--- config.mk ---
export PLATFORM = sky130hd
export DESIGN_NAME = etfe_queue
export DESIGN_NICKNAME = d
export VERILOG_FILES = /design/src/design/etfe_pkg.sv /design/src/design/etfe_queue.sv
export SDC_FILE = /design/constraint.sdc
export NUM_CORES = 1
export LEC_CHECK = 0
export ABC_AREA = 1
export ABC_CLOCK_PERIOD_IN_PS = 11110
export BUFFER_PORTS_ARGS = -buffer_cell sky130_fd_sc_hd__buf_2
export CELL_PAD_IN_SITES_DETAIL_PLACEMENT = 0
export CELL_PAD_IN_SITES_GLOBAL_PLACEMENT = 2
export CORE_AREA = 2 2 156 158
export CTS_CLUSTER_SIZE = 16
export DETAILED_ROUTE_END_ITERATION = 16
export DIE_AREA = 0 0 158 160
export PLACE_DENSITY_LB_ADDON = 0.2
export REMOVE_ABC_BUFFERS = 1
export SYNTH_ARGS = -nofsm -noshare
export SYNTH_HDL_FRONTEND = slang
export SYNTH_SLANG_ARGS = --single-unit
--- constraint.sdc ---
create_clock -name i_clk -period 11.11 [get_ports i_clk]
set_clock_uncertainty 0.1 [all_clocks]
set_input_delay 1.111 -clock i_clk [delete_from_list [all_inputs] [get_ports i_clk]]
set_output_delay 1.111 -clock i_clk [all_outputs]
set_load 0.1 [all_outputs]
--- src/design/etfe_pkg.sv ---
// ============================================================================
// Escape-time fractal engine package
// Shared widths, register indexes, fractal kind codes, reset values and the
// job record that travels from the front end to the iteration unit.
// ============================================================================
package etfe_pkg;

    // Default values of the top-level parameters.
    localparam int FRAC_BITS_DEF  = 28;
    localparam int ITER_WIDTH_DEF = 12;

    // Fixed field widths.
    localparam int Z_W         = 32;
    localparam int RADIUS_W    = 36;
    localparam int COLOR_W     = 24;
    localparam int KIND_W      = 2;
    localparam int CFG_IDX_W   = 3;
    localparam int CFG_DATA_W  = 36;
    localparam int IN_DATA_W   = 2 * Z_W;
    localparam int QUEUE_DEPTH = 2;

    // Fractal kind codes; the unused code behaves as Mandelbrot.
    localparam logic [KIND_W-1:0] KIND_MANDELBROT = 2'd0;
    localparam logic [KIND_W-1:0] KIND_JULIA      = 2'd1;
    localparam logic [KIND_W-1:0] KIND_MANDELBAR  = 2'd2;

    // Configuration register indexes.
    localparam logic [CFG_IDX_W-1:0] REG_KIND     = 3'd0;
    localparam logic [CFG_IDX_W-1:0] REG_MAX_ITER = 3'd1;
    localparam logic [CFG_IDX_W-1:0] REG_RADIUS   = 3'd2;
    localparam logic [CFG_IDX_W-1:0] REG_JULIA_RE = 3'd3;
    localparam logic [CFG_IDX_W-1:0] REG_JULIA_IM = 3'd4;
    localparam logic [CFG_IDX_W-1:0] REG_HIGH     = 3'd5;
    localparam logic [CFG_IDX_W-1:0] REG_BASE     = 3'd6;

    // Reset values of the configuration registers.
    localparam int                  MAX_ITER_RST = 100;
    localparam logic [RADIUS_W-1:0] RADIUS_RST   = 36'd1073741824;
    localparam logic [COLOR_W-1:0]  HIGH_RST     = 24'hFFFFFF;
    localparam logic [COLOR_W-1:0]  BASE_RST     = 24'h000000;

    // One classified point: starting z, constant c and the conjugate flag.
    typedef struct packed {
        logic signed [Z_W-1:0] zx;
        logic signed [Z_W-1:0] zy;
        logic signed [Z_W-1:0] cx;
        logic signed [Z_W-1:0] cy;
        logic                  bar;
    } t_job;

    // Outcome flags handed from the iteration unit to the colour unit.
    typedef struct packed {
        logic escaped;
        logic bar;
    } t_esc_flags;

endpackage

--- src/design/etfe_queue.sv ---
// ============================================================================
// Escape-time fractal engine job queue
// Short register queue that decouples the front end from the iteration unit.
// ============================================================================
module etfe_queue #(
    parameter int DEPTH = etfe_pkg::QUEUE_DEPTH
) (
    input  logic           i_clk,
    input  logic           i_rst_n,
    input  logic           i_push,
    input  etfe_pkg::t_job i_data,
    output logic           o_full,
    input  logic           i_pop,
    output logic           o_empty,
    output etfe_pkg::t_job o_data
);
    import etfe_pkg::*;

    localparam int PTR_W = (DEPTH > 1) ? $clog2(DEPTH) : 1;
    localparam int CNT_W = $clog2(DEPTH + 1);

    t_job             r_mem [DEPTH];
    logic [PTR_W-1:0] r_wr_ptr;
    logic [PTR_W-1:0] r_rd_ptr;
    logic [CNT_W-1:0] r_count;
    logic             w_push;
    logic             w_pop;

    assign o_full  = (r_count == CNT_W'(DEPTH));
    assign o_empty = (r_count == '0);
    assign w_push  = i_push && !o_full;
    assign w_pop   = i_pop && !o_empty;
    assign o_data  = r_mem[r_rd_ptr];

    always_ff @(posedge i_clk) begin
        if (w_push) begin
            r_mem[r_wr_ptr] <= i_data;
        end
    end

    always_ff @(posedge i_clk) begin
        if (!i_rst_n) begin
            r_wr_ptr <= '0;
            r_rd_ptr <= '0;
            r_count  <= '0;
        end else begin
            if (w_push) begin
                r_wr_ptr <= (r_wr_ptr == PTR_W'(DEPTH - 1)) ? '0 : r_wr_ptr + 1'b1;
            end
            if (w_pop) begin
                r_rd_ptr <= (r_rd_ptr == PTR_W'(DEPTH - 1)) ? '0 : r_rd_ptr + 1'b1;
            end
            if (w_push && !w_pop) begin
                r_count <= r_count + 1'b1;
            end else if (w_pop && !w_push) begin
                r_count <= r_count - 1'b1;
            end
        end
    end

endmodule

* Word level (Yosys, flattened, before mapping)
Memory sizes are Yosys's and may differ from the RTL's. A register that Yosys moved wholly into a read port is not among the register bits.
Index checks and enable logic that the tools add are counted.
** Word-level totals
- Flip-flop bits (word level) :: 4
- Output and inout port bits :: 131
- Input bits :: 133
- Memory bits (writable) :: 258
- Word-level logic and storage cells :: 27
- Memories :: 1
** Cells by class
- Equal/unequal tests :: 1
- Multiplexer cells :: 8
- Reduce and logical (&&, ||, !) cells :: 10
- $add $sub $neg :: 4
** Memory list
- r_mem :: words 2, width 129, rd ports 1, clocked after memory_dff 1, write ports 1, line etfe_queue.sv:22 : t_job r_mem [DEPTH];
** Operator list (number)
- $mux 1 :: 6
- $logic_and 1x1->1 :: 4
- $logic_not 1->1 :: 4
- $mux 2 :: 2
- $add 1x1->1 const B :: 2
- $add 2x1->2 const B :: 1
- $eq 2x2->1 const B :: 1
- $logic_not 2->1 :: 1
- $reduce_bool 2->1 :: 1
- $sub 2x1->2 const B :: 1

* Depth between registers and ports, before layout
- Depth in word-level cells :: 7
- Depth in mapped cells :: 10
- Mapped depth without buffers :: 10

* Worst setup path after synthesis
No wires, ideal clock.
- Path type :: input to register
- Start :: in i_push
- End :: mem r_mem[0][0] (netlist name) (enable)
- Slack :: 3.765 ns
- Path buffers :: 0
- Data arrival time :: 6.626 ns
- Library setup time :: 0.619 ns
- Stages :: 2
- Required time :: 10.391 ns
- Path through :: o21ai_0 -> nor2_1
** On the way
- Word-level cells in the longest chain between the ends :: 3
** Ends and longest elaborated chain
- start, declared :: line etfe_queue.sv:10 : input logic i_push,
- $logic_and 1x1->1 :: line etfe_queue.sv:31 : assign w_push = i_push && !o_full;
- $mux 1 :: line etfe_queue.sv:36 : if (w_push) begin
- $mux 1 (implied by the code) :: line etfe_queue.sv:37 : r_mem[r_wr_ptr] <= i_data;
- end, declared :: line etfe_queue.sv:22
No other way between the ends.

==> impl_results.md <==
* Most common cell after layout, fill and taps aside: buf_2
* Count of final setup violators at 0
* Number of DRC markers in iteration 0 at 256
* Worst Setup Path Type: reg2out
* Maximum clock frequency at 231 MHz
* Synth area leaders: edfxtp_1 (81%), mux2_2 (15%), buf_6 (1.5%)
* Vias per inst at 4.56
* Post-Synth Simple-Gate Area at 0.00783
* Highest cell delay on the worst timing path at 0.92 ns
* Crit path launch type: flip-flop
* Post-Synthesis Cell Area at 9590 µm²
* Pwr dens at 301 nW/µm²
* First-pass DRT Iterations at 4
* Layout cells sized above 1 at 0.589
* Worst min path class: reg2reg
* Number of I/O pins at 264
* Fraction of synthesized cell area taken by the top area cell type at 0.808
* Remaining DRCs at 0
* Largest delay share family, worst path: buffers and inverters
* Placer Congestion at 0.724
* Estimated wirelength of the detail-placed design at between 10000 and 15000 µm
* Final ANT Viol Nets at 0
* Final Critical Period at 4.32 ns
* Cells traversed along the worst timing path: buf_4, mux2_2, buf_2
* Initial core utilization at 0.403
* Row cnt at 57
* Cells resized by post-CTS repair at 0
* Worst vdd ir at 0.166 mV
* Utilization after layout at 0.505
* Number of post-CTS setup repair buffers at 0
* Leakage dissipation at 0.00447 µW
* Number of nets in the layout at 857
* Critical path fanouts, max at 66
* Clock sink total at ~260
* Antenna violations before repair at 6
* Status: complete, no violations
* Die Wd at between 150 and 200 µm
* Post-synthesis compound-gate area fraction at 0.00209
* Total negative setup slack at 0 ns
* Pin count of the biggest net entering global routing at 72
* Total of warnings raised by yosys at 0
* CTS Root Cell: clkbuf_16
* Top cell type by total area after synthesis: edfxtp_1
* CORE AREA at 23800 µm²
* Endpoint type of the worst setup path: primary output
* Number of vias in the routed layout at 4865
* Count of cell types in the netlist at 13
* Multiplexer area fraction after synthesis at 0.151
* Global-route track usage on met3 at 0.0396
* H-tree Lvls at 1
* Data required time at the worst endpoint at between 9 and 10 ns
* Clk pin slew, worst setup/hold paths at approximately 0.06 ns
* Headroom to the max-slew limit at 0.336
* Global Route Usage Sum at 0.147
* Post-Synth XOR/XNOR Area at 0
* Global-route wire length before repair at between 20000 and 30000 µm
* Remaining global-route overflow at 0
* Least-Margin Pin Slew at between 0.9 and 1 ns
* Number of global-route vias before repair at about 5.3k
* Max-cap violations at 0
* Commonest non-fill, non-tap cells in the layout: buf_2 (263), edfxtp_1 (258), mux2_2 (129), clkbuf_16 (29)
* Routed wire length per instance at between 15 and 20 µm
* Routed Wire Length at 19100 µm
* Met2 usage in global routing at 0.246
* Most Crowded Layer GR: met2
* Grt met1 use at 0.183
* Crit path DAT at between 3 and 4 ns
* Synth Area in Adders at 0.00130
* Vertical die dimension at about 160 µm
* FF+latch count, synth at 263
* Main combinational cell family by area after synthesis: multiplexers
* Part of the Yosys area used for sequential elements at 0.818
* Synthesized instance count at 439
* Die area at between 20000 and 30000 µm²
* Max Transition Viols Final at 0
* IO buf count at 263
* Final hold viol count at 0
* Reg2Reg Setup Slack at between 8 and 9 ns
* Synth-to-Final Area Change at 25.4%
* CTS max path bufs at 3
* Slowest cell on crit path: dfxtp_4
* Clock tree from TritonCTS: done
* Post-synthesis average cell area at between 20 and 25 µm²
* Clock network latency to the later pin of the worst-skew pair at 0.52 ns
* Buffer and inverter count on the worst path at 2
* Number of buffers created by CTS at 28
* Setup repair after global routing missed its margin: false
* Fraction of the cycle the final worst path needs at 0.389
* Number of buffers inserted for hold repair after clock tree synthesis at 0
-- flip-flops by register name (all words and copies together), names as in the netlist, named ones only --
| register | count |
|---|---|
| r_count | 2 |
| r_mem | 258 |
| r_rd_ptr | 1 |
| r_wr_ptr | 1 |
-- worst paths after layout --
path	startpoint	endpoint	cells past startpoint
worst min-delay path	r_rd_ptr	r_rd_ptr	2
worst max-delay path	flip-flop	o_data[90]	3
worst min register to register	r_rd_ptr	r_rd_ptr	2
worst max register to register	r_count[0]	r_mem[0][107]	3
-- power breakdown --
group | internal, µW | switching, µW | total (µW)
Sequential | 1260 | 57.8 | 1310
Combinational | 254 | 1240 | 1500
Clock | 470 | 345 | 815
Total | 1980 | 1640 | 3630
-- metal layers --
| layer | vias up | wire length (µm) |
|---|---|---|
| li1 | 2292 | - |
| met1 | 2361 | 7860 |
| met2 | 175 | 9340 |
| met3 | 35 | 1440 |
| met4 | 2 | 471 |
| met5 | - | 13 |
-- kinds of logic (layout without fill, tap and decap cells) --
logic type               after synthesis  after routing
multiplexers                         129            129
adder cells (fa/ha/maj)                1              1
AO/OA/AOI/OAI                          4              4
flip-flops                           263            263
other                                  0              4
buffers and inverters                 23            323
AND/OR/NAND/NOR                       19             19
-- cells in the mapped netlist --
library cell / n
nand4_1: 1
nand2_1: 6
buf_2: 1
o21ai_0: 3
mux2_2: 129
ha_1: 1
inv_1: 9
buf_6: 13
edfxtp_1: 258
a21oi_1: 1
nand3_1: 1
nor2_1: 11
dfxtp_1: 5
-- stage by stage --
stage	power, µW	cell area, µm²	setup slack, ns	hold WS, ns	std cells
global route	3760	12000	6.60	0.441	1066
CTS	3670	12000	6.72	0.417	1063
floorplan	2640	9440	3.77	0.367	425
finish	3630	12000	6.79	0.415	1067
global placement	2830	11200	7.33	0.375	1017
detailed placement	2840	11200	7.29	0.394	1017
-- tightest hold or removal path: stages (launching register included) --
cell and delay [ns]:
dfxtp_1 0.33, nor2_1 0.06, nor2_1 0.08
-- layout make-up --
class | instances | area (µm²)
fillers | 2043 | 11800
flip-flops and latches | 263 | 7850
multi-input cells | 153 | 1580
repair buffers | 268 | 1350
clock buffers | 35 | 748
well taps | 324 | 405
clock inverters | 11 | 52.6
inverters | 9 | 33.8
diodes | 4 | 10.0
Note: power is estimated with default switching activity, not from simulation.
