--- src/design/etfe_pkg.sv ---
// ============================================================================
// Escape-time fractal engine package
// Shared widths, register indexes, fractal kind codes, reset values and the
// job record that travels from the front end to the iteration unit.
// ============================================================================
package etfe_pkg;

    // Default values of the top-level parameters.
    localparam int FRAC_BITS_DEF  = 28;
    localparam int ITER_WIDTH_DEF = 12;

    // Fixed field widths.
    localparam int Z_W         = 32;
    localparam int RADIUS_W    = 36;
    localparam int COLOR_W     = 24;
    localparam int KIND_W      = 2;
    localparam int CFG_IDX_W   = 3;
    localparam int CFG_DATA_W  = 36;
    localparam int IN_DATA_W   = 2 * Z_W;
    localparam int QUEUE_DEPTH = 2;

    // Fractal kind codes; the unused code behaves as Mandelbrot.
    localparam logic [KIND_W-1:0] KIND_MANDELBROT = 2'd0;
    localparam logic [KIND_W-1:0] KIND_JULIA      = 2'd1;
    localparam logic [KIND_W-1:0] KIND_MANDELBAR  = 2'd2;

    // Configuration register indexes.
    localparam logic [CFG_IDX_W-1:0] REG_KIND     = 3'd0;
    localparam logic [CFG_IDX_W-1:0] REG_MAX_ITER = 3'd1;
    localparam logic [CFG_IDX_W-1:0] REG_RADIUS   = 3'd2;
    localparam logic [CFG_IDX_W-1:0] REG_JULIA_RE = 3'd3;
    localparam logic [CFG_IDX_W-1:0] REG_JULIA_IM = 3'd4;
    localparam logic [CFG_IDX_W-1:0] REG_HIGH     = 3'd5;
    localparam logic [CFG_IDX_W-1:0] REG_BASE     = 3'd6;

    // Reset values of the configuration registers.
    localparam int                  MAX_ITER_RST = 100;
    localparam logic [RADIUS_W-1:0] RADIUS_RST   = 36'd1073741824;
    localparam logic [COLOR_W-1:0]  HIGH_RST     = 24'hFFFFFF;
    localparam logic [COLOR_W-1:0]  BASE_RST     = 24'h000000;

    // One classified point: starting z, constant c and the conjugate flag.
    typedef struct packed {
        logic signed [Z_W-1:0] zx;
        logic signed [Z_W-1:0] zy;
        logic signed [Z_W-1:0] cx;
        logic signed [Z_W-1:0] cy;
        logic                  bar;
    } t_job;

    // Outcome flags handed from the iteration unit to the colour unit.
    typedef struct packed {
        logic escaped;
        logic bar;
    } t_esc_flags;

endpackage

--- src/design/etfe_front.sv ---
// ============================================================================
// Escape-time fractal engine front end
// Holds the configuration registers and turns each incoming point into a job
// with its starting z and constant c, chosen by the fractal kind.
// ============================================================================
module etfe_front #(
    parameter int ITER_WIDTH = etfe_pkg::ITER_WIDTH_DEF
) (
    input  logic                               i_clk,
    input  logic                               i_rst_n,
    input  logic                               i_cfg_valid,
    output logic                               o_cfg_ready,
    input  logic [etfe_pkg::CFG_IDX_W-1:0]     i_cfg_index,
    input  logic [etfe_pkg::CFG_DATA_W-1:0]    i_cfg_data,
    input  logic                               i_in_valid,
    input  logic [etfe_pkg::IN_DATA_W-1:0]     i_in_data,
    output logic                               o_push,
    output etfe_pkg::t_job                     o_job,
    output logic [ITER_WIDTH-1:0]              o_max_iter,
    output logic [etfe_pkg::RADIUS_W-1:0]      o_radius_sq,
    output logic [etfe_pkg::COLOR_W-1:0]       o_high_color,
    output logic [etfe_pkg::COLOR_W-1:0]       o_base_color
);
    import etfe_pkg::*;

    logic [KIND_W-1:0]     r_kind;
    logic [ITER_WIDTH-1:0] r_max_iter;
    logic [RADIUS_W-1:0]   r_radius_sq;
    logic signed [Z_W-1:0] r_julia_re;
    logic signed [Z_W-1:0] r_julia_im;
    logic [COLOR_W-1:0]    r_high;
    logic [COLOR_W-1:0]    r_base;
    logic signed [Z_W-1:0] w_pre;
    logic signed [Z_W-1:0] w_pim;

    assign o_cfg_ready = 1'b1;

    always_ff @(posedge i_clk) begin
        if (!i_rst_n) begin
            r_kind      <= KIND_MANDELBROT;
            r_max_iter  <= ITER_WIDTH'(MAX_ITER_RST);
            r_radius_sq <= RADIUS_RST;
            r_julia_re  <= '0;
            r_julia_im  <= '0;
            r_high      <= HIGH_RST;
            r_base      <= BASE_RST;
        end else if (i_cfg_valid) begin
            case (i_cfg_index)
                REG_KIND:     r_kind      <= i_cfg_data[KIND_W-1:0];
                REG_MAX_ITER: r_max_iter  <= i_cfg_data[ITER_WIDTH-1:0];
                REG_RADIUS:   r_radius_sq <= i_cfg_data[RADIUS_W-1:0];
                REG_JULIA_RE: r_julia_re  <= i_cfg_data[Z_W-1:0];
                REG_JULIA_IM: r_julia_im  <= i_cfg_data[Z_W-1:0];
                REG_HIGH:     r_high      <= i_cfg_data[COLOR_W-1:0];
                REG_BASE:     r_base      <= i_cfg_data[COLOR_W-1:0];
                default: begin
                end
            endcase
        end
    end

    assign w_pre = i_in_data[Z_W-1:0];
    assign w_pim = i_in_data[2*Z_W-1:Z_W];

    // Julia starts from the point itself; the other kinds start from zero
    // and use the point as the constant.
    always_comb begin
        o_job.bar = 1'b0;
        case (r_kind)
            KIND_JULIA: begin
                o_job.zx = w_pre;
                o_job.zy = w_pim;
                o_job.cx = r_julia_re;
                o_job.cy = r_julia_im;
            end
            KIND_MANDELBAR: begin
                o_job.zx  = '0;
                o_job.zy  = '0;
                o_job.cx  = w_pre;
                o_job.cy  = w_pim;
                o_job.bar = 1'b1;
            end
            KIND_MANDELBROT: begin
                o_job.zx = '0;
                o_job.zy = '0;
                o_job.cx = w_pre;
                o_job.cy = w_pim;
            end
            default: begin
                o_job.zx = '0;
                o_job.zy = '0;
                o_job.cx = w_pre;
                o_job.cy = w_pim;
            end
        endcase
    end

    assign o_push       = i_in_valid;
    assign o_max_iter   = r_max_iter;
    assign o_radius_sq  = r_radius_sq;
    assign o_high_color = r_high;
    assign o_base_color = r_base;

endmodule

--- config.mk ---
export PLATFORM = sky130hd
export DESIGN_NAME = etfe_front
export DESIGN_NICKNAME = d
export VERILOG_FILES = /design/src/design/etfe_pkg.sv /design/src/design/etfe_front.sv
export SDC_FILE = /design/constraint.sdc
export NUM_CORES = 1
export LEC_CHECK = 0
export BUFFER_PORTS_ARGS = -buffer_cell sky130_fd_sc_hd__buf_4
export CORE_MARGIN = 3
export CORE_UTILIZATION = 48
export DETAILED_ROUTE_END_ITERATION = 8
export HOLD_SLACK_MARGIN = 0.05
export PLACE_DENSITY_LB_ADDON = 0.08
export SLEW_MARGIN = 5
export SYNTH_ARGS = -nofsm -noshare
export SYNTH_HDL_FRONTEND = slang
export SYNTH_SLANG_ARGS = --single-unit
--- constraint.sdc ---
create_clock -name i_clk -period 1.43 [get_ports i_clk]
set_input_delay 0 -clock i_clk [delete_from_list [all_inputs] [get_ports i_clk]]
set_output_delay 0 -clock i_clk [all_outputs]
set_load 0.02 [all_outputs]
Yosys cells after proc, flatten, opt, wreduce, memory -nomap -nowiden

Index checks and enable logic that the tools add are counted.

Eq/ne operators: 8
Muxes and demuxes: 2
Reduce and logical (&&, ||, !) cells: 8

Operator list:

| cell                                          | number |
|---|---|
| 2-to-1 mux 128 bit                            | 1 |
| AND reduction 2 bit                           | 7 |
| == test 3 bit, second input constant          | 3 |
| == test 3 x 2 -> 1 bit, second input constant | 2 |
| == test 3 x 1 -> 1 bit, second input constant | 1 |
| logical NOT 3 bit                             | 1 |
| == test 2 x 1 -> 1 bit, second input constant | 1 |
| == test 2 bit, second input constant          | 1 |
| 2-to-1 mux 1 bit                              | 1 |

Flip-flop bits (word level): 162
Output and inout bits: 227

Logic depth before layout (Yosys ltp)

Depth after elaboration: 2
Mapped depth: 5
Mapped depth without buffers: 2

Least setup slack after synthesis

Ideal clock, no wire load.

Path type: reg-to-output
From: register r_kind[1]
To: output port o_job[10] (netlist name)
Arrival: 1.136 ns
Data required time: 1.430 ns
Setup slack: 0.294 ns
Stages on the path, launching flop included: 5
Cell sequence: dfxtp_1 -> nand2b_1 -> buf_4 -> buf_6 -> mux2_2

RTL lines:

| item                     | line             | source |
|---|---|---|
| start: declaration       | etfe_front.sv:26 | `logic [KIND_W-1:0] r_kind;` |
| start signal: assignment | etfe_front.sv:49 | `REG_KIND: r_kind <= i_cfg_data[KIND_W-1:0];` |
| end: declaration         | etfe_front.sv:18 | `output etfe_pkg::t_job o_job,` |

==> metrics <==
Cell Pwr Density=874 mW/mm^2; Max FO, Critical Path=5; top_reg_cell synth=dfxtp_1; initial antenna violation count=0; GR peak layer=met2; # Max-Cap Violations=0; FF-to-FF setup slack=0.70 ns; H-tree depth=4; RSZ-0062 raised after global routing=yes; Peak supply drop=0.798 mV; Worst Hold Depth=3; status=finished with violations; GP Congestion=0.781; Post-Route WL=26600 um; Synth area leaders=dfxtp_1 (43%), mux2i_1 (22%), mux2_2 (9.6%); net count after synthesis=852; Post-synth EDFFs=0; vias in the first global route=6362; Reg2Reg Capture Point=r_kind[1]$_SDFFE_PN0P_; skew final=0 ns; final setup margin=-0.269 ns; met1 Use GR=30.7%; Global Route Usage Sum=25.7%; Initial Utilization=49.2%; largest net degree at the start of global routing=54; fin crit period=1.70 ns; CP Class=flip-flop to output port; first-pass GRT wire length=34000 um; core area=0.0152 sq mm; Synth Register Bits=162; Register Area=0.00325 sq mm; Synth cell types=18; Async SR Flop Fraction=0%; Worst Tran Pin Value=0.708 ns; CP peak stage delay=0.34 ns; antenna diode count=0; DIE AREA=0.0171 sq mm; Final Hold Viols=0; Synth top area share=43.4%; Worst setup EP type=output port; Worst-Skew Late Latency=0.42 ns; hpwl dp=16400 um; clock sinks=162; worst reg2reg path startpoint=r_kind[1]$_SDFFE_PN0P_; Fillers=916; violated checks=negative setup slack; Rows=45; final period utilization=119%; R2R depth=3; DR vias=6898; final core occ=81.6%; most common cell in the netlist=nand2_1; die width=131 um; Global Route met2 Usage=43.6%; Final #Nets=1230; Worst setup SP type=flip-flop; Required @ worst endpoint=1.43 ns; Top-Level Pins=334; ANT nets after route=0; Max Freq=589 MHz; register area share after synthesis=43.4%; min-delay src=i_in_data[38]; WHS=0.313 ns; worst path cell trace=nand2b_4, buf_12, clkbuf_16, mux2_4, buf_6; Longest Clk Path Bufs=2; Tightest Hold Check Type=input port to output port; relative slew slack=52.1%; largest area contributor in the netlist=dfxtp_1; DRT Pass-1 Iters=5; mean cell area of the mapped netlist=10.0 sq um; Static Leakage=6.16 nW; PortBufs=330; Routed WL per cell=20.1 um; global route overflow=0; commonest cells in the netlist=nand2_1 (170), dfxtp_1 (162), mux2i_1 (162); share of layout cells above drive strength 1=47.2%; Post-route DRC=0; # setup viols final=128; Arr. time, crit path=1.70 ns; number of CTS-inserted buffers=17; DRT iter0 DRCs=350; DR vias/cell=5.21; Post-Syn Instances=745; Slowest cell on crit path=dfxtp_2; CTS Root Cell=clkbuf_16; multi-input logic area=0.00422 sq mm; max-slew violations=0; clock slew at reported path FFs=0.06 ns; met3 usage=7.03%; die height=131 um; Area Overhead vs Synth=65.9%; Syn. warnings=0; CTS tree=done; Hold Path End=o_job[71]; Synth Cell Area=0.00748 sq mm
-- how the worst max path moves through the flow --
| stage | start | end | cells past startpoint |
|---|---|---|---|
| after global placement | r_kind[1]$_SDFFE_PN0P_ | o_job[6] | 4 |
| after global routing | r_kind[1]$_SDFFE_PN0P_ | o_job[40] | 5 |
| after floorplan | r_kind[1]$_SDFFE_PN0P_ | o_job[10] | 4 |
| after CTS | r_kind[1]$_SDFFE_PN0P_ | o_job[23] | 4 |
| final | r_kind[1]$_SDFFE_PN0P_ | o_job[40] | 5 |
| after detailed placement | r_kind[1]$_SDFFE_PN0P_ | o_job[27] | 4 |
-- metrics by stage --
step                      cell area [sq um]  instances  worst slack (ns)  total power, mW  setup TNS (ns)
after floorplan                        7480        745             0.294             5.54               0
after global placement                10100       1224             0.197             6.21               0
after detailed placement              10100       1224             0.164             6.22               0
after CTS                             11500       1304            -0.229             10.6          -24.13
after global routing                  12400       1324            -0.316             11.2          -32.17
final                                 12400       1324            -0.269             10.8          -25.34
-- kinds of logic after synthesis --
logic type / count (synthesis) / share of synthesized area (%)
multiplexers: 226 / 31.3
flip-flops: 162 / 43.4
other: 1 / 0.0501
AND/OR/NAND/NOR: 297 / 19.5
buffers and inverters: 59 / 5.77
-- metal layers --
layer / up-vias / share of wire, %
met5: - / 0
met4: 0 / 4.2
met3: 73 / 7.4
met2: 283 / 50
met1: 3319 / 39
li1: 3223 / -
-- cell type report --
class,instances,area share (%)
tap,188,1.90
clock inverter,14,1.07
clock buffer,18,3.46
timing repair buffer,417,33.4
sequential,162,26.2
multi-input combinational,525,34.0
-- critical path: cells and delay by family (launching register included) --
family                 cells  cell delay [ns]
and+or+nand+nor            1             0.17
DFF                        1             0.34
muxes                      1             0.32
buffers and inverters      3             0.44
-- layout by cell type, fill, tap and decap left out, types with 2 or more instances in the layout --
| cell | netlist | routed |
|---|---|---|
| buf_4 | 8 | 212 |
| nand2_1 | 170 | 170 |
| mux2i_1 | 162 | 162 |
| dfxtp_1 | 162 | 160 |
| buf_6 | 15 | 134 |
| mux2_4 | 0 | 60 |
| and2_4 | 0 | 58 |
| nor2b_1 | 55 | 54 |
| dlygate4sd3_1 | 0 | 42 |
| clkbuf_16 | 0 | 26 |
| buf_12 | 3 | 14 |
| and2_1 | 64 | 6 |
| clkinvlp_4 | 0 | 6 |
| mux2_2 | 64 | 4 |
| buf_8 | 0 | 4 |
| inv_6 | 0 | 3 |
| clkinv_4 | 0 | 3 |
| nand2b_4 | 0 | 2 |
| nand4b_1 | 2 | 2 |
| buf_16 | 0 | 2 |
-- power breakdown --
part | internal [mW] | switching [mW]
Sequential | 4.61 | 0.0635
Clock | 2.41 | 1.90
Combinational | 0.987 | 0.874
Total | 8.01 | 2.84
-- registers in the layout (all words and copies together), names as in the netlist --
signal	cells
o_max_iter	12
o_high_color	24
r_julia_re	32
o_radius_sq	36
r_julia_im	32
r_kind	2
o_base_color	24
-- repair_timing --
item,4_1_cts,5_1_grt
setup buffers,2,6
pin swaps,0,0
gates resized for setup,90,174
gates cloned,3,16
hold buffers,43,0
setup endpoints to repair,128,130
hold endpoints to repair,154,0
(Power assumes the default switching activity.)
