--- src/design/etfe_pkg.sv ---
// ============================================================================
// Escape-time fractal engine package
// Shared widths, register indexes, fractal kind codes, reset values and the
// job record that travels from the front end to the iteration unit.
// ============================================================================
package etfe_pkg;

    // Default values of the top-level parameters.
    localparam int FRAC_BITS_DEF  = 28;
    localparam int ITER_WIDTH_DEF = 12;

    // Fixed field widths.
    localparam int Z_W         = 32;
    localparam int RADIUS_W    = 36;
    localparam int COLOR_W     = 24;
    localparam int KIND_W      = 2;
    localparam int CFG_IDX_W   = 3;
    localparam int CFG_DATA_W  = 36;
    localparam int IN_DATA_W   = 2 * Z_W;
    localparam int QUEUE_DEPTH = 2;

    // Fractal kind codes; the unused code behaves as Mandelbrot.
    localparam logic [KIND_W-1:0] KIND_MANDELBROT = 2'd0;
    localparam logic [KIND_W-1:0] KIND_JULIA      = 2'd1;
    localparam logic [KIND_W-1:0] KIND_MANDELBAR  = 2'd2;

    // Configuration register indexes.
    localparam logic [CFG_IDX_W-1:0] REG_KIND     = 3'd0;
    localparam logic [CFG_IDX_W-1:0] REG_MAX_ITER = 3'd1;
    localparam logic [CFG_IDX_W-1:0] REG_RADIUS   = 3'd2;
    localparam logic [CFG_IDX_W-1:0] REG_JULIA_RE = 3'd3;
    localparam logic [CFG_IDX_W-1:0] REG_JULIA_IM = 3'd4;
    localparam logic [CFG_IDX_W-1:0] REG_HIGH     = 3'd5;
    localparam logic [CFG_IDX_W-1:0] REG_BASE     = 3'd6;

    // Reset values of the configuration registers.
    localparam int                  MAX_ITER_RST = 100;
    localparam logic [RADIUS_W-1:0] RADIUS_RST   = 36'd1073741824;
    localparam logic [COLOR_W-1:0]  HIGH_RST     = 24'hFFFFFF;
    localparam logic [COLOR_W-1:0]  BASE_RST     = 24'h000000;

    // One classified point: starting z, constant c and the conjugate flag.
    typedef struct packed {
        logic signed [Z_W-1:0] zx;
        logic signed [Z_W-1:0] zy;
        logic signed [Z_W-1:0] cx;
        logic signed [Z_W-1:0] cy;
        logic                  bar;
    } t_job;

    // Outcome flags handed from the iteration unit to the colour unit.
    typedef struct packed {
        logic escaped;
        logic bar;
    } t_esc_flags;

endpackage

--- src/design/etfe_color.sv ---
// ============================================================================
// Escape-time fractal engine colour unit
// Maps the escape step linearly between the two colour words with a
// bit-serial restoring divider, and holds the result in the output register.
// ============================================================================
module etfe_color #(
    parameter int ITER_WIDTH = etfe_pkg::ITER_WIDTH_DEF
) (
    input  logic                         i_clk,
    input  logic                         i_rst_n,
    input  logic                         i_res_valid,
    output logic                         o_res_ready,
    input  logic [ITER_WIDTH-1:0]        i_step,
    input  etfe_pkg::t_esc_flags         i_flags,
    input  logic [ITER_WIDTH-1:0]        i_max_iter,
    input  logic [etfe_pkg::COLOR_W-1:0] i_high_color,
    input  logic [etfe_pkg::COLOR_W-1:0] i_base_color,
    output logic                         o_out_valid,
    input  logic                         i_out_ready,
    output logic [etfe_pkg::COLOR_W-1:0] o_out_color,
    output logic [ITER_WIDTH-1:0]        o_out_step,
    output logic                         o_out_escaped
);
    import etfe_pkg::*;

    localparam int DW    = COLOR_W + ITER_WIDTH;
    localparam int CNT_W = $clog2(DW);

    typedef enum logic [3:0] {
        C_IDLE = 4'b0001,
        C_MUL  = 4'b0010,
        C_DIV  = 4'b0100,
        C_WB   = 4'b1000
    } t_color_state;

    t_color_state           r_state;
    t_color_state           n_state;
    logic                   r_neg;
    logic [COLOR_W-1:0]     r_span_mag;
    logic [ITER_WIDTH-1:0]  r_k;
    logic [ITER_WIDTH-1:0]  r_step;
    logic                   r_escaped;
    logic [DW-1:0]          r_dvd;
    logic [ITER_WIDTH-1:0]  r_rem;
    logic [CNT_W-1:0]       r_cnt;
    logic                   r_out_valid;
    logic [COLOR_W-1:0]     r_out_color;
    logic [ITER_WIDTH-1:0]  r_out_step;
    logic                   r_out_escaped;

    logic signed [COLOR_W:0] w_span;
    logic [COLOR_W:0]        w_span_abs;
    logic [ITER_WIDTH:0]     w_trial;
    logic                    w_ge;
    logic [ITER_WIDTH:0]     w_sub;
    logic [COLOR_W-1:0]      w_mix;
    logic                    w_accept;
    logic                    w_load;

    assign w_span     = {1'b0, i_high_color} - {1'b0, i_base_color};
    assign w_span_abs = w_span[COLOR_W] ? -w_span : w_span;

    // One quotient bit per cycle; the quotient fills the dividend register.
    assign w_trial = {r_rem, r_dvd[DW-1]};
    assign w_ge    = (w_trial >= {1'b0, i_max_iter});
    assign w_sub   = w_trial - {1'b0, i_max_iter};

    assign w_mix = r_neg ? i_base_color - r_dvd[COLOR_W-1:0]
                         : i_base_color + r_dvd[COLOR_W-1:0];

    assign o_res_ready = (r_state == C_IDLE);
    assign w_accept    = i_res_valid && o_res_ready;
    assign w_load      = (r_state == C_WB) && (!r_out_valid || i_out_ready);

    always_comb begin
        n_state = r_state;
        case (r_state)
            C_IDLE: begin
                if (i_res_valid) begin
                    n_state = i_flags.escaped ? C_MUL : C_WB;
                end
            end
            C_MUL: n_state = C_DIV;
            C_DIV: begin
                if (r_cnt == CNT_W'(DW - 1)) begin
                    n_state = C_WB;
                end
            end
            C_WB: begin
                if (w_load) begin
                    n_state = C_IDLE;
                end
            end
            default: n_state = C_IDLE;
        endcase
    end

    always_ff @(posedge i_clk) begin
        if (!i_rst_n) begin
            r_state     <= C_IDLE;
            r_out_valid <= 1'b0;
        end else begin
            r_state <= n_state;
            if (w_load) begin
                r_out_valid <= 1'b1;
            end else if (i_out_ready) begin
                r_out_valid <= 1'b0;
            end
        end
    end

    always_ff @(posedge i_clk) begin
        if (w_accept) begin
            r_neg      <= w_span[COLOR_W];
            r_span_mag <= w_span_abs[COLOR_W-1:0];
            r_k        <= i_flags.bar ? i_step : i_max_iter - i_step;
            r_step     <= i_step;
            r_escaped  <= i_flags.escaped;
        end
        case (r_state)
            C_MUL: begin
                r_dvd <= r_span_mag * r_k;
                r_rem <= '0;
                r_cnt <= '0;
            end
            C_DIV: begin
                r_rem <= w_ge ? w_sub[ITER_WIDTH-1:0] : w_trial[ITER_WIDTH-1:0];
                r_dvd <= {r_dvd[DW-2:0], w_ge};
                r_cnt <= r_cnt + 1'b1;
            end
            default: begin
            end
        endcase
        if (w_load) begin
            r_out_color   <= r_escaped ? w_mix : i_high_color;
            r_out_step    <= r_step;
            r_out_escaped <= r_escaped;
        end
    end

    assign o_out_valid   = r_out_valid;
    assign o_out_color   = r_out_color;
    assign o_out_step    = r_out_step;
    assign o_out_escaped = r_out_escaped;

endmodule

--- config.mk ---
export PLATFORM = sky130hd
export DESIGN_NAME = etfe_color
export DESIGN_NICKNAME = d
export VERILOG_FILES = /design/src/design/etfe_pkg.sv /design/src/design/etfe_color.sv
export SDC_FILE = /design/constraint.sdc
export NUM_CORES = 1
export LEC_CHECK = 0
export BUFFER_PORTS_ARGS = -buffer_cell sky130_fd_sc_hd__clkbuf_2
export CAP_MARGIN = 20
export CORE_UTILIZATION = 45
export DETAILED_ROUTE_END_ITERATION = 8
export GPL_TIMING_DRIVEN = 0
export REMOVE_ABC_BUFFERS = 1
export SLEW_MARGIN = 20
export SYNTH_ARGS = -nofsm -noshare
export SYNTH_HDL_FRONTEND = slang
export SYNTH_SLANG_ARGS = --single-unit
--- constraint.sdc ---
create_clock -name i_clk -period 6.03 [get_ports i_clk]
set_clock_uncertainty 0.05 [all_clocks]
set_input_delay 1.206 -clock i_clk [delete_from_list [all_inputs] [get_ports i_clk]]
set_output_delay 1.206 -clock i_clk [all_outputs]
set_load 0.005 [all_outputs]
* After elaboration in Yosys (flattened, before gate mapping)
Cells that the tools add are included.
** Word-level totals
- Word-level logic and storage cells :: 52
- Input port bits :: 78
- Register bits after elaboration :: 146
- Output and inout port bits :: 39
** Operators by class
- Reductions and logical operators :: 7
- $mul :: 1
- Eq/ne operators :: 8
- Add/subtract/negate cells :: 7
- Magnitude comparators :: 1
- Multiplexer cells :: 15
** Operators by type and width (number)
- 2-to-1 mux 24 bit :: 3
- case mux 36 bit (2 select lines) :: 1
- multiplier 24 x 12 -> 36 bit :: 1
- subtractor 24 x 24 -> 25 bit :: 1
- adder 24 bit :: 1
- 2-to-1 mux 12 bit :: 2
- negator 24 bit :: 1
- case mux 12 bit (2 select lines) :: 1
- subtractor 12 bit :: 2
- subtractor 24 bit :: 1
- 2-to-1 mux 4 bit :: 4
- case mux 4 bit (4 select lines) :: 1
- >= comparator 13 x 12 -> 1 bit :: 1
- case mux 6 bit (2 select lines) :: 1
- adder 6 x 1 -> 6 bit (second input constant) :: 1
- equality test 6 bit (second input constant) :: 1
- != test 2 bit (second input constant) :: 3
- equality test 4 x 1 -> 1 bit (second input constant) :: 1
- equality test 4 x 2 -> 1 bit (second input constant) :: 1
- equality test 4 x 3 -> 1 bit (second input constant) :: 1
- equality test 4 bit (second input constant) :: 1
- nonzero test 2 bit :: 2
- AND reduction 3 bit :: 1
- logical AND 1 bit :: 2
- other kinds (3) :: 4

* Depth between registers and ports, before layout
Gate-level depths: netlist of the first run.
- Word-level depth :: 5
- Depth in mapped cells :: 23
- Mapped depth without buffers :: 22

* Least setup slack after synthesis of the first run
OpenSTA, ideal clock, no wires.
- Path type :: flip-flop to flip-flop
- Start point :: register r_k[5]
- End point :: register r_dvd[29] (data pin)
- Path buffers :: 1
- Slack :: 0.203 ns
- Library setup time :: 0.268 ns
- Arrival time :: 5.510 ns
- Period minus slack after synthesis :: 5.827 ns
- Data required time :: 5.712 ns
- Stages on the path, launching flop included :: 21
- Cell sequence :: edfxtp_1 -> clkbuf_1 -> nand2_1 -> fa_1 -> fa_1 -> fa_1 -> inv_1 -> fa_1 -> inv_1 -> fa_1 -> inv_1 -> ha_1 -> o21a_1 -> o21ai_0 -> a21oi_1 -> a41oi_1 -> o311a_1 -> o21a_1 -> a2111oi_1 -> o21a_1 -> o31ai_1
** On the way
- Longest elaborated chain between the ends :: 2
** RTL lines
- from (decl) :: line etfe_color.sv:40 : logic [ITER_WIDTH-1:0] r_k;
- from (signal assigned) :: line etfe_color.sv:116 : r_k <= i_flags.bar ? i_step : i_max_iter - i_step;
- multiplier 24 x 12 -> 36 bit :: line etfe_color.sv:122 : r_dvd <= r_span_mag * r_k;
- case mux 36 bit (2 select lines) :: line etfe_color.sv:120 : case (r_state)
- to (signal assigned) :: line etfe_color.sv:122
- to (signal assigned) :: line etfe_color.sv:128 : r_dvd <= {r_dvd[DW-2:0], w_ge};
- to (decl) :: line etfe_color.sv:43 : logic [DW-1:0] r_dvd;
Every way passes these cells.
A chain may end at the register's enable or synchronous reset.

* Worst setup path in the final report of the first run
- Start point :: register r_k[11]
- End point :: register r_dvd[35] (data pin)
The elaborated chain is that of the path after synthesis.

==> metrics.md, run 1 <==
| Metric | Value |
|---|---|
| Status | `finished, final reports clean` |
| First drt pass iteration count | `5` |
| Relative slew slack | `about a fifth` |
| Detailed-placement wirelength estimate | `between 30000 and 40000 um` |
| Routed WL per cell | `roughly 18 um` |
| Final setup fails | `0` |
| Count of pins over their slew limit | `0` |
| Fmax | `170 MHz` |
| CTS H-tree depth | `4` |
| Placer Congestion | `0.858` |
| Largest net degree at the start of global routing | `55` |
| Area delta synth->final | `16.1%` |
| Number of core rows | `74` |
| Number of synthesized flops with an enable pin | `about 140` |
| Initial Util | `46.1%` |
| Layout cells sized above 1 | `between 10% and 20%` |
| Vias per Instance | `5.31` |
| All-Layer GR Usage | `between 20% and 30%` |
| Post-synthesis cell area | `19000 um^2` |
| Clock sinks | `146` |
| Grt total ovfl | `0` |
| CP Capture Type | `flop` |
| Worst-path clk slew | `around 0.07 ns` |
| Synth top area cells | `fa_1 (24%), edfxtp_1 (22%), ha_1 (9.7%), inv_1 (7.1%), nand2_1 (6.0%)` |
| Die width | `207 um` |
| First DRT Iteration DRCs | `1033` |
| First-pass GRT wire length | `81400 um` |
| CP Max Fanout | `12` |
| Final Cell Area | `between 20000 and 25000 um^2` |
| Critical Path Start Type | `flop` |
| Port bufs | `116` |
| Worst reg2reg setup slack | `0.15 ns` |
| Final hold vios | `0` |
| Mapped Cells | `2084` |
| Final min period | `5.88 ns` |
| Io pins | `117` |
| # diodes | `0` |
| Die Y | `around 210 um` |
| CTS Root Cell | `clkbuf_16` |
| Cell with the most instances after synthesis | `inv_1` |
| Fin crit share | `97.5%` |
| Crit path DAT | `around 6.0 ns` |
| CP Class | `flop to flop` |
| Final WL | `50000 um` |
| Most instantiated cells after synthesis | `inv_1 (358), nand2_1 (304), fa_1 (224), ha_1 (147), edfxtp_1 (141)` |
| Post-synth cell types | `87` |
| Via count | `14.9k` |
| Largest area contributor in the netlist | `fa_1` |
| Die area | `43000 um^2` |
| RSZ-0062 raised after global routing | `true` |
| Sequential area share after synthesis | `roughly 23%` |
| Max_cap viols | `0` |
| Initial antenna violation count | `3` |
| Syn Area/Cell | `9.10 um^2` |
| Area after DPL | `slightly above 20000 um^2` |
| Hold buffer count at CTS | `0` |
| Post-route ant nets | `0` |
| Synth top area share | `23.6%` |
| Clk Latency, worst-skew pair | `0.45 ns` |
| Post-synth ARST share | `0%` |
| Drc violations | `0` |
| Synthesis-stage register bit count | `146` |
| Critical Path RT | `just over 6 ns` |
| Area of the core | `41200 um^2` |
| CTS tree | `yes` |
| Clock Tree Buf Depth | `2` |
| Post-synth top flop | `edfxtp_1` |
| HP Class | `flop to flop` |
| # nets final | `2712` |
| Yosys warning count | `0` |
| Via count of the first global-routing pass | `about 15k` |
| Slew @ Worst Pin | `approximately 1.2 ns` |
| CTS Buf Count | `17` |
## routing by layer
metal	GRT usage, %	share of wire (%)
met1	33.9	47
met2	38.0	45
met3	5.39	6.7
met4	5.84	1.6
met5	0	0
## worst max-delay path: stages (launching register included)
cell      delay (ns)
edfxtp_1        0.43
buf_12          0.17
buf_4           0.17
buf_4           0.19
and2_1          0.16
fa_1            0.49
inv_1           0.05
fa_1            0.47
inv_1           0.05
fa_1            0.48
fa_1            0.42
fa_1            0.57
ha_4            0.23
and3_4          0.19
a221o_1         0.35
a21oi_1         0.15
nor2_1          0.06
nor2_2          0.17
and2_4          0.17
o211ai_1        0.12
a31oi_1         0.22
xnor2_1         0.15
o21ai_1         0.09
## sequential cells by signal, indices dropped and copies added (netlist names)
| name | flops |
|---|---|
| o_out_escaped | 1 |
| r_rem | 12 |
| o_out_valid | 1 |
| r_neg | 1 |
| o_out_color | 24 |
| r_state | 4 |
| r_cnt | 6 |
| r_step | 12 |
| r_k | 12 |
| o_out_step | 12 |
| r_escaped | 1 |
| r_span_mag | 24 |
| r_dvd | 36 |
## cells in the final DEF, fill, tap and decap left out, types with 7 or more instances in the layout
cell       count
clkbuf_16     17
buf_12        15
xnor2_1       83
fa_1         221
a21o_1        17
buf_6         12
o21ai_1       14
xor2_1        34
ha_1         133
nand3_1       18
nand2_1      301
edfxtp_1     141
nor2_1       113
o21ai_0       58
ha_4           9
a21oi_1       93
or3_1          7
inv_1        356
nor2b_1       21
a31oi_1       13
mux2i_1       13
nor3_1        29
clkbuf_2     116
o21a_1        21
and2_1        83
buf_4         82
or2_2          8
mux2_2        18
nor4_1         7
o31ai_1       16
and3_1        12
nand2b_1      11
## path summary, 6_finish.rpt
check	start	to	cells after the start
worst min-delay path	r_step[6]	o_out_step[6]	0
worst min register to register	r_step[6]	o_out_step[6]	0
worst max register to register	r_k[11]	r_dvd[35]	22
worst max-delay path	r_k[11]	r_dvd[35]	22
## per-stage QoR
stage / util [%] / TNS [ns] / setup WS, ns / instances / hold slack [ns]
finish: 53.5 / 0 / 0.151 / 2808 / 0.368
CTS: 52.4 / 0 / 0.00144 / 2792 / 0.372
detailed placement: 48.8 / -8.21 / -0.766 / 2672 / 0.355
floorplan: - / 0 / 0.0468 / 2010 / 0.350
global route: 53.5 / -0.291 / -0.0922 / 2808 / 0.374
global placement: 48.4 / -65.08 / -1.31 / 2658 / 0.353
## kinds of logic (layout without fill, tap and decap cells)
kind of cell	after synthesis	count (layout)	share of synthesized area (%)
and+or+nand+nor	660	660	16.3
buffers and inverters	432	624	8.63
adders and majority gates	371	371	33.3
AOI/OAI and AO/OA	326	326	11.6
DFF	146	146	22.8
xor gates and xnor gates	118	118	5.49
muxes	31	31	1.75
## cell type report
type                       instances  area, um^2
multi-input combinational       1506       13400
clock buffer                      17         425
inverter                         358        1340
clock inverter                    15         166
tap                              532         666
fill                            3685       19200
sequential                       146        4330
timing repair buffer             234        1740
## repair_timing
action | 4_1_cts | 5_1_grt
resized for setup | 11 | 62
buffers inserted | 88 | 16
setup endpoints to repair | 20 | 14
pin swaps | 12 | 36
Power of run 1 is left out: the tool's default activity adds up to more than one toggle a clock period on the data nets, which glitch-free logic cannot reach.
==> run 2: changes to the inputs <==
- PLACE_DENSITY: not set -> 0.63
==> metrics.md, run 2 (synthesized netlist as in run 1, its figures left out) <==
| Metric | Value |
|---|---|
| Status | `finished, final reports clean (unchanged)` |
| Fin crit share | `97.7% (was 97.5%)` |
| Post-route ant nets | `0 (unchanged)` |
| HP Start | `r_step[7] (was r_step[6])` |
| Critical Path RT | `6.24 ns (was 6.17 ns)` |
| Die area | `43000 um^2 (unchanged)` |
| Fill cells | `3731 (was 3685)` |
| Area of the core | `41200 um^2 (unchanged)` |
| Area delta synth->final | `15.5% (was 16.1%)` |
| Slew @ Worst Pin | `1.02 ns (was 1.18 ns)` |
| Placer Congestion | `0.859 (was 0.858)` |
| Io pins | `117 (unchanged)` |
| Via count | `15.2k (was 14.9k)` |
| RSZ-0062 raised after global routing | `true (unchanged)` |
| CP Max Fanout | `5 (was 12)` |
| Most common cell after layout, fill and taps aside | `inv_1 (unchanged)` |
| Register area | `4330 um^2 (unchanged)` |
| CP Capture Type | `flop (unchanged)` |
| Place WS | `-0.712 ns (was -0.766 ns)` |
| Critical Path Start Type | `flop (unchanged)` |
| Final WL | `49500 um (was 50000 um)` |
| Routed WL per cell | `17.7 um (was 17.8 um)` |
| Clk Latency, worst-skew pair | `0.45 ns (about the same)` |
| Post-Layout Cell Count | `2804 (was 2808)` |
| CTS Root Cell | `clkbuf_16 (unchanged)` |
| # nets final | `2707 (was 2712)` |
| CP Class | `flop to flop (unchanged)` |
| Crit path DAT | `6.10 ns (was 6.02 ns)` |
| Final Worst Setup Slack | `0.140 ns (was 0.151 ns)` |
| CTS Buf Count | `17 (unchanged)` |
| Drc violations | `0 (unchanged)` |
| Relative slew slack | `30.2% (was 19.1%)` |
| Worst R2R Start | `r_span_mag[3] (was r_k[11])` |
| CTS tree | `yes (unchanged)` |
| Gr busiest metal | `met2 (unchanged)` |
| Largest register by flop count | `r_dvd (unchanged)` |
| Vias per Instance | `5.41 (was 5.31)` |
| Worst-path clk slew | `0.07 ns (about the same)` |
| Clock sinks | `146 (unchanged)` |
| First-pass GRT wire length | `80900 um (was 81400 um)` |
| GR met3 Demand/Resource | `4.69% (was 5.39%)` |
| Met2 Use GR | `39.0% (was 38.0%)` |
| Detailed-placement wirelength estimate | `36000 um (was 36200 um)` |
| Dpl cells | `2673 (was 2672)` |
| GRT met1 Usage | `31.3% (was 33.9%)` |
| Via count of the first global-routing pass | `15.6k (was 15.1k)` |
| Initial Util | `46.1% (unchanged)` |
| WHS | `0.367 ns (was 0.368 ns)` |
| Number of core rows | `74 (unchanged)` |
| Clock Tree Buf Depth | `2 (unchanged)` |
| Count of pins over their slew limit | `0 (unchanged)` |
| First DRT Iteration DRCs | `904 (was 1033)` |
| Final setup fails | `0 (unchanged)` |
| Grt total ovfl | `0 (unchanged)` |
| Largest net degree at the start of global routing | `55 (unchanged)` |
| Layout cells sized above 1 | `15.9% (was 16.5%)` |
| Most frequent cells in the layout | `inv_1 (357), nand2_1 (303), fa_1 (221) (was inv_1 (356), nand2_1 (301), fa_1 (221))` |
| Port bufs | `116 (unchanged)` |
| Die width | `207 um (unchanged)` |
| HP Class | `flop to flop (unchanged)` |
| All-Layer GR Usage | `23.8% (was 24.2%)` |
| Final hold vios | `0 (unchanged)` |
| Die Y | `207 um (unchanged)` |
| Final min period | `5.89 ns (was 5.88 ns)` |
| Initial antenna violation count | `6 (was 3)` |
| CTS H-tree depth | `4 (unchanged)` |
| Max reg flops | `36 (unchanged)` |
| First drt pass iteration count | `5 (unchanged)` |
| Area of the multi-input gates | `13300 um^2 (was 13400 um^2)` |
| CP startpoint | `r_span_mag[3] (was r_k[11])` |
| Fmax | `170 MHz (about the same)` |
| Max_cap viols | `0 (unchanged)` |
## run 2: changes by cell type in the layout (fill, tap and decap cells not counted), sizes merged
cell      before  now
clkinvlp       3    1
clkinv         3    6
buf          118  113
bufinv         1    2
inv          366  364
diode          0    1
## run 2: path summary, 6_finish.rpt
check / endpoint / slack [ns] / depth (start not counted)
max: r_dvd[29] / 0.14 / 21
min: o_out_step[7] / 0.37 / 0
max reg2reg: r_dvd[29] / 0.14 / 21
min reg2reg: o_out_step[7] / 0.37 / 0
## run 2: layer usage
metal  vias to the layer above  share of wire (%)
met5                         -              0.030
met4                         4                2.9
met3                        84                6.9
met2                       499                 47
met1                      7406                 43
li1                       7163                  -
## run 2: per-stage QoR
| step | area (um^2) | setup TNS [ns] | utilization [%] |
|---|---|---|---|
| 3_5_place_dp | 20100 | -7.61 | 48.8 |
| 6_report | 21900 | 0 | 53.2 |
| 2_1_floorplan | 18700 | 0 | - |
| 5_1_grt | 21900 | -0.0914 | 53.2 |
| 3_3_place_gp | 19900 | -106.91 | 48.4 |
| 4_1_cts | 21600 | -0.0285 | 52.3 |
## run 2: cell type report
class | count | area share (%)
timing repair buffer | 229 | 7.69
clock buffer | 17 | 1.94
sequential | 146 | 19.8
tap | 532 | 3.04
antenna | 1 | 0.0114
multi-input combinational | 1506 | 60.6
inverter | 358 | 6.13
clock inverter | 15 | 0.782
## run 2: critical path, cell delays in order (launching register included)
cell       delay (ns)
edfxtp_1         0.56
buf_6            0.17
buf_4            0.13
nand2_1          0.07
fa_1             0.49
inv_1            0.05
ha_2             0.19
fa_1             0.54
inv_1            0.05
fa_1             0.46
fa_1             0.50
inv_1            0.05
ha_1             0.28
inv_1            0.06
o21ba_2          0.22
o211ai_1         0.28
a41oi_2          0.22
o311a_4          0.38
o21a_4           0.23
a2111oi_4        0.36
nor3_1           0.08
o31ai_1          0.26
## run 2: repair_timing
item	4_1_cts	5_1_grt
pin swaps	3	31
hold buffers	0	0
hold endpoints to repair	0	0
setup endpoints to repair	19	14
buffers inserted	84	14
resized for setup	8	50
Power of run 2 is left out for the same reason.
